==> src/hw/rtl/rtte_pkg.sv <==
// Shared types and constants for the round-trip timeout estimator.
// No dependencies; imported by every rtte module.
package rtte_pkg;

  localparam int NumClassesDef     = 5;
  localparam int TicksPerSecondDef = 1000;
  localparam int MaxClasses        = 16;
  localparam int BaseTimeoutReset  = 200;

  localparam int OpW      = 2;
  localparam int ClassW   = 3;
  localparam int SampleW  = 32;
  localparam int TimeoutW = 24;
  localparam int StateW   = 32;
  localparam int SlotMaxW = $clog2(MaxClasses);

  typedef enum logic [OpW-1:0] {
    OP_RESTART = 2'd0,
    OP_UPDATE  = 2'd1,
    OP_QUERY   = 2'd2
  } op_e;

  // Command from the execute stage to the slot table
  typedef struct packed {
    logic                restart;
    logic                update;
    logic [SlotMaxW-1:0] slot;
    logic [SampleW-1:0]  sample;
  } slot_cmd_t;

endpackage

==> src/hw/rtl/rtte_slot_table.sv <==
// Per-class smoothed RTT and deviation registers with restart and update logic.
// Depends on rtte_pkg.
module rtte_slot_table import rtte_pkg::*; #(
  parameter int NumClasses     = NumClassesDef,
  parameter int TicksPerSecond = TicksPerSecondDef
) (
  input  logic                clk_i,
  input  logic                rst_ni,
  input  slot_cmd_t           cmd_i,
  input  logic [TimeoutW-1:0] base_i,
  output logic [StateW-1:0]   rd_srtt_o,
  output logic [StateW-1:0]   rd_sdev_o
);

  localparam int SlotW = (NumClasses > 1) ? $clog2(NumClasses) : 1;
  localparam logic [StateW-1:0] RtoInit = StateW'(TicksPerSecond / 5);
  localparam logic [StateW-1:0] RtoMin  = StateW'(TicksPerSecond / 10);
  localparam logic [StateW-1:0] BaseRst = StateW'(BaseTimeoutReset);
  localparam logic [StateW-1:0] ResetSeed =
    (BaseRst > RtoInit) ? ((BaseRst - RtoInit) << 3) : '0;

  logic [StateW-1:0] srtt_q [NumClasses];
  logic [StateW-1:0] sdev_q [NumClasses];

  logic [SlotW-1:0]  slot;
  logic [StateW-1:0] base_ext;
  logic [StateW-1:0] seed;
  logic [StateW-1:0] sample;
  logic [StateW-1:0] srtt_shr;
  logic [StateW-1:0] sdev_shr;
  logic [StateW-1:0] err;
  logic [StateW-1:0] err_abs;
  logic [StateW-1:0] srtt_d;
  logic [StateW-1:0] sdev_sum;
  logic [StateW-1:0] sdev_d;

  assign slot      = cmd_i.slot[SlotW-1:0];
  assign rd_srtt_o = srtt_q[slot];
  assign rd_sdev_o = sdev_q[slot];

  always_comb begin
    base_ext = {{(StateW-TimeoutW){1'b0}}, base_i};
    seed     = (base_ext > RtoInit) ? ((base_ext - RtoInit) << 3) : '0;
  end

  // Update arithmetic: both shifts arithmetic, everything wraps at 32 bits
  always_comb begin
    sample   = (cmd_i.sample == '0) ? StateW'(1) : cmd_i.sample;
    srtt_shr = {{3{rd_srtt_o[StateW-1]}}, rd_srtt_o[StateW-1:3]};
    sdev_shr = {{2{rd_sdev_o[StateW-1]}}, rd_sdev_o[StateW-1:2]};
    err      = sample - srtt_shr;
    srtt_d   = rd_srtt_o + err;
    err_abs  = err[StateW-1] ? (~err + StateW'(1)) : err;
    sdev_sum = (rd_sdev_o - sdev_shr) + err_abs;
    sdev_d   = (sdev_sum[StateW-1] || (sdev_sum < RtoMin)) ? RtoMin : sdev_sum;
  end

  always_ff @(posedge clk_i or negedge rst_ni) begin
    if (!rst_ni) begin
      for (int i = 0; i < NumClasses; i++) begin
        srtt_q[i] <= ResetSeed;
        sdev_q[i] <= RtoInit;
      end
    end else if (cmd_i.restart) begin
      for (int i = 0; i < NumClasses; i++) begin
        srtt_q[i] <= seed;
        sdev_q[i] <= RtoInit;
      end
    end else if (cmd_i.update) begin
      srtt_q[slot] <= srtt_d;
      sdev_q[slot] <= sdev_d;
    end
  end

  // Deviation never drops below the floor, from reset onwards
  a_sdev_floor: assert property (@(posedge clk_i) disable iff (!rst_ni)
    rd_sdev_o >= RtoMin && !rd_sdev_o[StateW-1])
    else $error("smoothed deviation below floor");

  a_restart_dev: assert property (@(posedge clk_i) disable iff (!rst_ni)
    cmd_i.restart |=> sdev_q[0] == RtoInit)
    else $error("restart did not seed deviation");

endmodule

==> src/hw/rtl/rtte_timeout_calc.sv <==
// Retransmit timeout from one slot's smoothed RTT and deviation, with cap.
// Depends on rtte_pkg.
module rtte_timeout_calc import rtte_pkg::*; #(
  parameter int TicksPerSecond = TicksPerSecondDef
) (
  input  logic [StateW-1:0]   srtt_i,
  input  logic [StateW-1:0]   sdev_i,
  input  logic                class_valid_i,
  input  logic [TimeoutW-1:0] base_i,
  output logic [TimeoutW-1:0] timeout_o
);

  localparam logic [StateW-1:0] RtoMax = StateW'(60 * TicksPerSecond);

  logic [StateW-1:0] rounded;
  logic [StateW-1:0] sum;
  logic [StateW-1:0] capped;

  always_comb begin
    rounded = (srtt_i + StateW'(7)) >> 3;
    sum     = rounded + sdev_i;
    capped  = (sum > RtoMax) ? RtoMax : sum;
    // Unestimated classes answer the configured default
    timeout_o = class_valid_i ? capped[TimeoutW-1:0] : base_i;
  end

endmodule

==> src/hw/rtl/rtt_timeout_estimator_unit.sv <==
// Top level of the per-class round-trip timeout estimator.
// Depends on rtte_pkg, rtte_slot_table and rtte_timeout_calc.
//
// Usage: one command channel (operation_i, timer_class_i, sample_i with
// in_valid_i/in_ready_o) and one result channel (timeout_o with
// out_valid_o/out_ready_i). Restart and update transactions give no
// result; a query gives one timeout transaction. Each accepted transaction
// lands in an input register and executes from there against the five-entry
// slot registers; a query result is registered, so out_valid_o rises in the
// cycle after the query executes. Throughput is one transaction per cycle while
// no query is blocked, set by the single execute stage. When the receiver
// stalls, a waiting result holds; one further query may sit in the input
// register, after which in_ready_o drops. Restarts and updates keep flowing
// while no query is blocked in the input register. base_timeout is written
// through cfg_we_i/cfg_wdata_i only while idle, a user rule the block does not
// check. Reset clears both channels, sets base_timeout to 200 ticks and seeds
// all slots as a restart with that value would; no clearing pass is needed.
module rtt_timeout_estimator_unit import rtte_pkg::*; #(
  parameter int NumClasses     = NumClassesDef,
  parameter int TicksPerSecond = TicksPerSecondDef
) (
  input  logic                       clk_i,
  input  logic                       rst_ni,
  input  logic                       in_valid_i,
  output logic                       in_ready_o,
  input  logic [OpW-1:0]             operation_i,
  input  logic [ClassW-1:0]          timer_class_i,
  input  logic signed [SampleW-1:0]  sample_i,
  output logic                       out_valid_o,
  input  logic                       out_ready_i,
  output logic [TimeoutW-1:0]        timeout_o,
  input  logic                       cfg_we_i,
  input  logic [TimeoutW-1:0]        cfg_wdata_i
);

  localparam logic [TimeoutW-1:0] RtoMax = TimeoutW'(60 * TicksPerSecond);
  localparam int CmpW = SlotMaxW + 1;

  logic                 in_valid_q;
  logic [OpW-1:0]       op_q;
  logic [ClassW-1:0]    class_q;
  logic [SampleW-1:0]   sample_q;
  logic [TimeoutW-1:0]  base_q;
  logic                 out_valid_q, out_valid_d;
  logic [TimeoutW-1:0]  timeout_q;

  logic                 is_query;
  logic                 is_update;
  logic                 is_restart;
  logic                 out_free;
  logic                 advance;
  logic                 class_valid;
  logic [CmpW-1:0]      class_ext;
  logic [CmpW-1:0]      slot_ext;
  slot_cmd_t            cmd;
  logic [StateW-1:0]    rd_srtt;
  logic [StateW-1:0]    rd_sdev;
  logic [TimeoutW-1:0]  timeout_d;

  always_comb begin
    is_query   = (op_q == OP_QUERY);
    is_update  = (op_q == OP_UPDATE);
    is_restart = (op_q == OP_RESTART);
    out_free   = !out_valid_q || out_ready_i;
    advance    = in_valid_q && (!is_query || out_free);
    in_ready_o = !in_valid_q || advance;
  end

  always_comb begin
    class_ext   = {{(CmpW-ClassW){1'b0}}, class_q};
    class_valid = (class_q != '0) && (class_ext <= CmpW'(NumClasses));
    slot_ext    = class_valid ? (class_ext - CmpW'(1)) : '0;
    cmd.restart = advance && is_restart;
    // Drop updates for unestimated classes and negative samples
    cmd.update  = advance && is_update && class_valid && !sample_q[SampleW-1];
    cmd.slot    = slot_ext[SlotMaxW-1:0];
    cmd.sample  = sample_q;
  end

  always_ff @(posedge clk_i or negedge rst_ni) begin
    if (!rst_ni) begin
      in_valid_q <= 1'b0;
    end else if (in_ready_o) begin
      in_valid_q <= in_valid_i;
    end
  end

  always_ff @(posedge clk_i or negedge rst_ni) begin
    if (!rst_ni) begin
      op_q     <= OP_RESTART;
      class_q  <= '0;
      sample_q <= '0;
    end else if (in_ready_o && in_valid_i) begin
      op_q     <= operation_i;
      class_q  <= timer_class_i;
      sample_q <= sample_i;
    end
  end

  always_ff @(posedge clk_i or negedge rst_ni) begin
    if (!rst_ni) begin
      base_q <= TimeoutW'(BaseTimeoutReset);
    end else if (cfg_we_i) begin
      base_q <= cfg_wdata_i;
    end
  end

  rtte_slot_table #(
    .NumClasses     (NumClasses),
    .TicksPerSecond (TicksPerSecond)
  ) u_slot_table (
    .clk_i     (clk_i),
    .rst_ni    (rst_ni),
    .cmd_i     (cmd),
    .base_i    (base_q),
    .rd_srtt_o (rd_srtt),
    .rd_sdev_o (rd_sdev)
  );

  rtte_timeout_calc #(
    .TicksPerSecond (TicksPerSecond)
  ) u_timeout_calc (
    .srtt_i        (rd_srtt),
    .sdev_i        (rd_sdev),
    .class_valid_i (class_valid),
    .base_i        (base_q),
    .timeout_o     (timeout_d)
  );

  always_comb begin
    out_valid_d = out_valid_q && !out_ready_i;
    if (advance && is_query) begin
      out_valid_d = 1'b1;
    end
  end

  always_ff @(posedge clk_i or negedge rst_ni) begin
    if (!rst_ni) begin
      out_valid_q <= 1'b0;
    end else begin
      out_valid_q <= out_valid_d;
    end
  end

  always_ff @(posedge clk_i) begin
    if (advance && is_query) begin
      timeout_q <= timeout_d;
    end
  end

  assign out_valid_o = out_valid_q;
  assign timeout_o   = timeout_q;

  // Restart and update transactions never raise a result
  a_no_spurious_result: assert property (@(posedge clk_i) disable iff (!rst_ni)
    (advance && !is_query) |=> (!out_valid_q || $past(out_valid_q)))
    else $error("result raised by non-query transaction");

  // A result is either capped or the configured default
  a_timeout_bound: assert property (@(posedge clk_i) disable iff (!rst_ni)
    out_valid_q |-> (timeout_q <= RtoMax || timeout_q == base_q))
    else $error("timeout above cap");

endmodule
==> config.mk <==
export PLATFORM = sky130hd
export DESIGN_NAME = rtt_timeout_estimator_unit
export DESIGN_NICKNAME = d
export VERILOG_FILES = /design/src/hw/rtl/rtte_pkg.sv /design/src/hw/rtl/rtte_slot_table.sv /design/src/hw/rtl/rtte_timeout_calc.sv /design/src/hw/rtl/rtt_timeout_estimator_unit.sv
export SDC_FILE = /design/constraint.sdc
export NUM_CORES = 1
export LEC_CHECK = 0
export ABC_AREA = 1
export BUFFER_PORTS_ARGS = -buffer_cell sky130_fd_sc_hd__buf_2
export CAP_MARGIN = 20
export CELL_PAD_IN_SITES_DETAIL_PLACEMENT = 0
export CELL_PAD_IN_SITES_GLOBAL_PLACEMENT = 1
export CORE_UTILIZATION = 50
export CTS_CLUSTER_SIZE = 25
export DETAILED_ROUTE_END_ITERATION = 7
export GPL_TIMING_DRIVEN = 0
export PLACE_DENSITY_LB_ADDON = 0.1
export SLEW_MARGIN = 20
export SYNTH_ARGS = -nofsm -noshare
export SYNTH_HDL_FRONTEND = slang
export SYNTH_HIERARCHICAL = 1
export SYNTH_SLANG_ARGS = --single-unit
==> constraint.sdc <==
create_clock -name clk_i -period 13.09 [get_ports clk_i]
set_input_delay 1.9635 -clock clk_i [delete_from_list [all_inputs] [get_ports clk_i]]
set_output_delay 1.9635 -clock clk_i [all_outputs]
set_load 0.02 [all_outputs]
==> summary.md <==
| Metric | Value |
|---|---|
| Count of pins over their slew limit | `0` |
| Post-CTS Hold Fix Bufs | `0` |
| Vias per cell | `5.64` |
| Hold path depth | `2` |
| Starting Density | `50.7%` |
| Minimum clock period | `11560 ps` |
| # Post-CTS Setup Buffers | `0` |
| Die area | `63800 µm²` |
| CP arrival | `12080 ps` |
| Worst path buffer plus inverter count | `13` |
| Status | `completed` |
| CP Max Fanout | `10` |
| Fin crit share | `88.3%` |
| GP Congestion | `1.06` |
| Die height | `253 µm` |
| Detailed placement HPWL | `99100 µm` |
| Global route overflow | `0` |
| DR vias | `32100` |
| TritonCTS clock tree | `yes` |
| First-pass iteration count of the detailed router | `8` |
| Fin. Hold Viols | `0` |
| Htree depth | `2` |
| Worst-path clk slew | `60 ps` |
| Syn Inst Count | `4675` |
| Total Wirelength | `125000 µm` |
| Fillers | `6347` |
| Final number of setup-violating endpoints | `0` |
| Skew final | `43.4 ps` |
| All-Layer GR Usage | `39.0%` |
| Hold path start | `u_slot_table/sdev_q[29]` |
| Final ANT Viol Nets | `0` |
| Number of port buffers | `90` |
| Worst hold-check path type | `reg2reg` |
| FF-to-FF Start | `class_q[1]` |
| Skew-Pair Late Insertion Delay | `620 ps` |
| Worst-Margin Slew | `1300 ps` |
| Final Util | `56.0%` |
| Chip width | `253 µm` |
| WL/cell | `21.9 µm` |
| Net Count, Synth | `4906` |
| CP most frequent cell | `nand2_1` |
| Top delay family on crit path | `simple AND/OR/NAND/NOR gates` |
| Worst r2r path cells | `48` |
| Relative slew slack | `13.3%` |
| Largest net degree at the start of global routing | `98` |
| Crit. End Element | `flip-flop` |
| Vias in the first global route | `29400` |
| Hold Path End | `u_slot_table/sdev_q[29]` |
| Max incr delay on CP | `890 ps` |
| CP startpoint kind | `flip-flop` |
| Resized Gates After CTS | `0` |
| Nets@finish | `5056` |
| CTS Buf Count | `45` |
| Largest buffer count on any clock path | `3` |
| FMAX | `86.5 MHz` |
| Synthesis-to-layout area growth | `10.5%` |
| Slowest cell on crit path | `a221oi_1` |
| FF-to-FF End | `u_slot_table/sdev_q[125]` |
| Num rows | `91` |
| Syn_area_per_cell | `6.72 µm²` |
| R2R setup slack | `1530 ps` |
| Crit path kind | `reg2reg` |
| Drc violations | `0` |
| Core footprint | `61900 µm²` |
| Number of max-cap violations | `0` |
| Clk root buf | `clkbuf_16` |
| Layout cell share with drive strength beyond 1 | `8.70%` |
| Antenna violations before repair | `2` |
| Syn Std Cell Area | `31400 µm²` |
| CP required | `13610 ps` |
| Top Ports | `92` |
| Setup TNS Final | `0 ps` |
| YS warnings | `6` |
| Global-route wire length before repair | `185000 µm` |
| # clock sinks | `407` |
| DRT iter0 DRCs | `3868` |
| RSZ-0062 raised after global routing | `no` |
metal layers:
metal  share of wire (%)  GRT usage [%]
met5               0.010              0
met4                 6.4           22.3
met3                  10           6.85
met2                  43           58.4
met1                  41           53.0
registers in the layout, summed over array words and instances (netlist names):
signal / flops
class_q: 3
base_q: 24
out_valid_o: 1
in_valid_q: 1
timeout_o: 24
u_slot_table/sdev_q: 160
op_q: 2
u_slot_table/srtt_q: 160
sample_q: 32
cell usage in the layout, fill, tap and decap left out, drive strengths merged, types with 25 or more instances in the layout:
cell type,n
a21oi,189
a221oi,28
a31oi,46
buf,161
clkbuf,186
dfrtp,365
fa,34
ha,131
inv,758
nand2,1532
nand3,281
nand4,186
nor2,436
nor3,48
nor4,41
o21ai,90
or2,25
xnor2,33
xor2,71
worst register-to-register path, delay by kind of cell, from the launching register on:
kind                     cells  cell delay [ps]
buffers and inverters       13             3180
AND/OR/NAND/NOR             26             4370
AO/OA/AOI/OAI                3             1140
flip-flops                   1              400
XOR/XNOR                     2              880
adder cells (fa/ha/maj)      4             1500
final cells by class:
cell class              count  area (µm²)  area share (%)
flip-flops and latches    407       10300            29.8
diodes                      1        2.50         0.00721
repair buffers            103         632            1.82
clock inverters            17         186           0.537
plain buffers             179         857            2.47
inverters                 764        2870            8.27
clock buffers              65        1300            3.75
well taps                 837        1050            3.02
multi-input cells        3325       17500            50.4
stage by stage:
| stage | cell area [µm²] | hold slack [ps] | setup WS [ps] | instances |
|---|---|---|---|---|
| 2_1_floorplan | 31400 | 449 | 5900 | 4675 |
| 5_1_grt | 34700 | 493 | 1060 | 5697 |
| 3_3_place_gp | 32900 | 462 | 1800 | 5602 |
| 3_5_place_dp | 33200 | 466 | 2030 | 5615 |
| 6_report | 34700 | 478 | 1530 | 5698 |
| 4_1_cts | 34700 | 483 | 1940 | 5697 |
how the worst max path moves through the flow:
stage / from / to / slack [ps] / cells after the start
2_1_floorplan: class_q[0] / u_slot_table/sdev_q[44] / 5900 / 50
3_3_place_gp: class_q[1] / u_slot_table/sdev_q[123] / 1800 / 47
3_5_place_dp: class_q[1] / u_slot_table/sdev_q[123] / 2030 / 48
4_1_cts: class_q[1] / u_slot_table/sdev_q[125] / 1940 / 48
5_1_grt: class_q[1] / u_slot_table/sdev_q[121] / 1060 / 47
6_report: class_q[1] / u_slot_table/sdev_q[125] / 1530 / 48
Power is not shown: default switching activity piles up to over one toggle a cycle in this logic, so the estimate is an artifact.
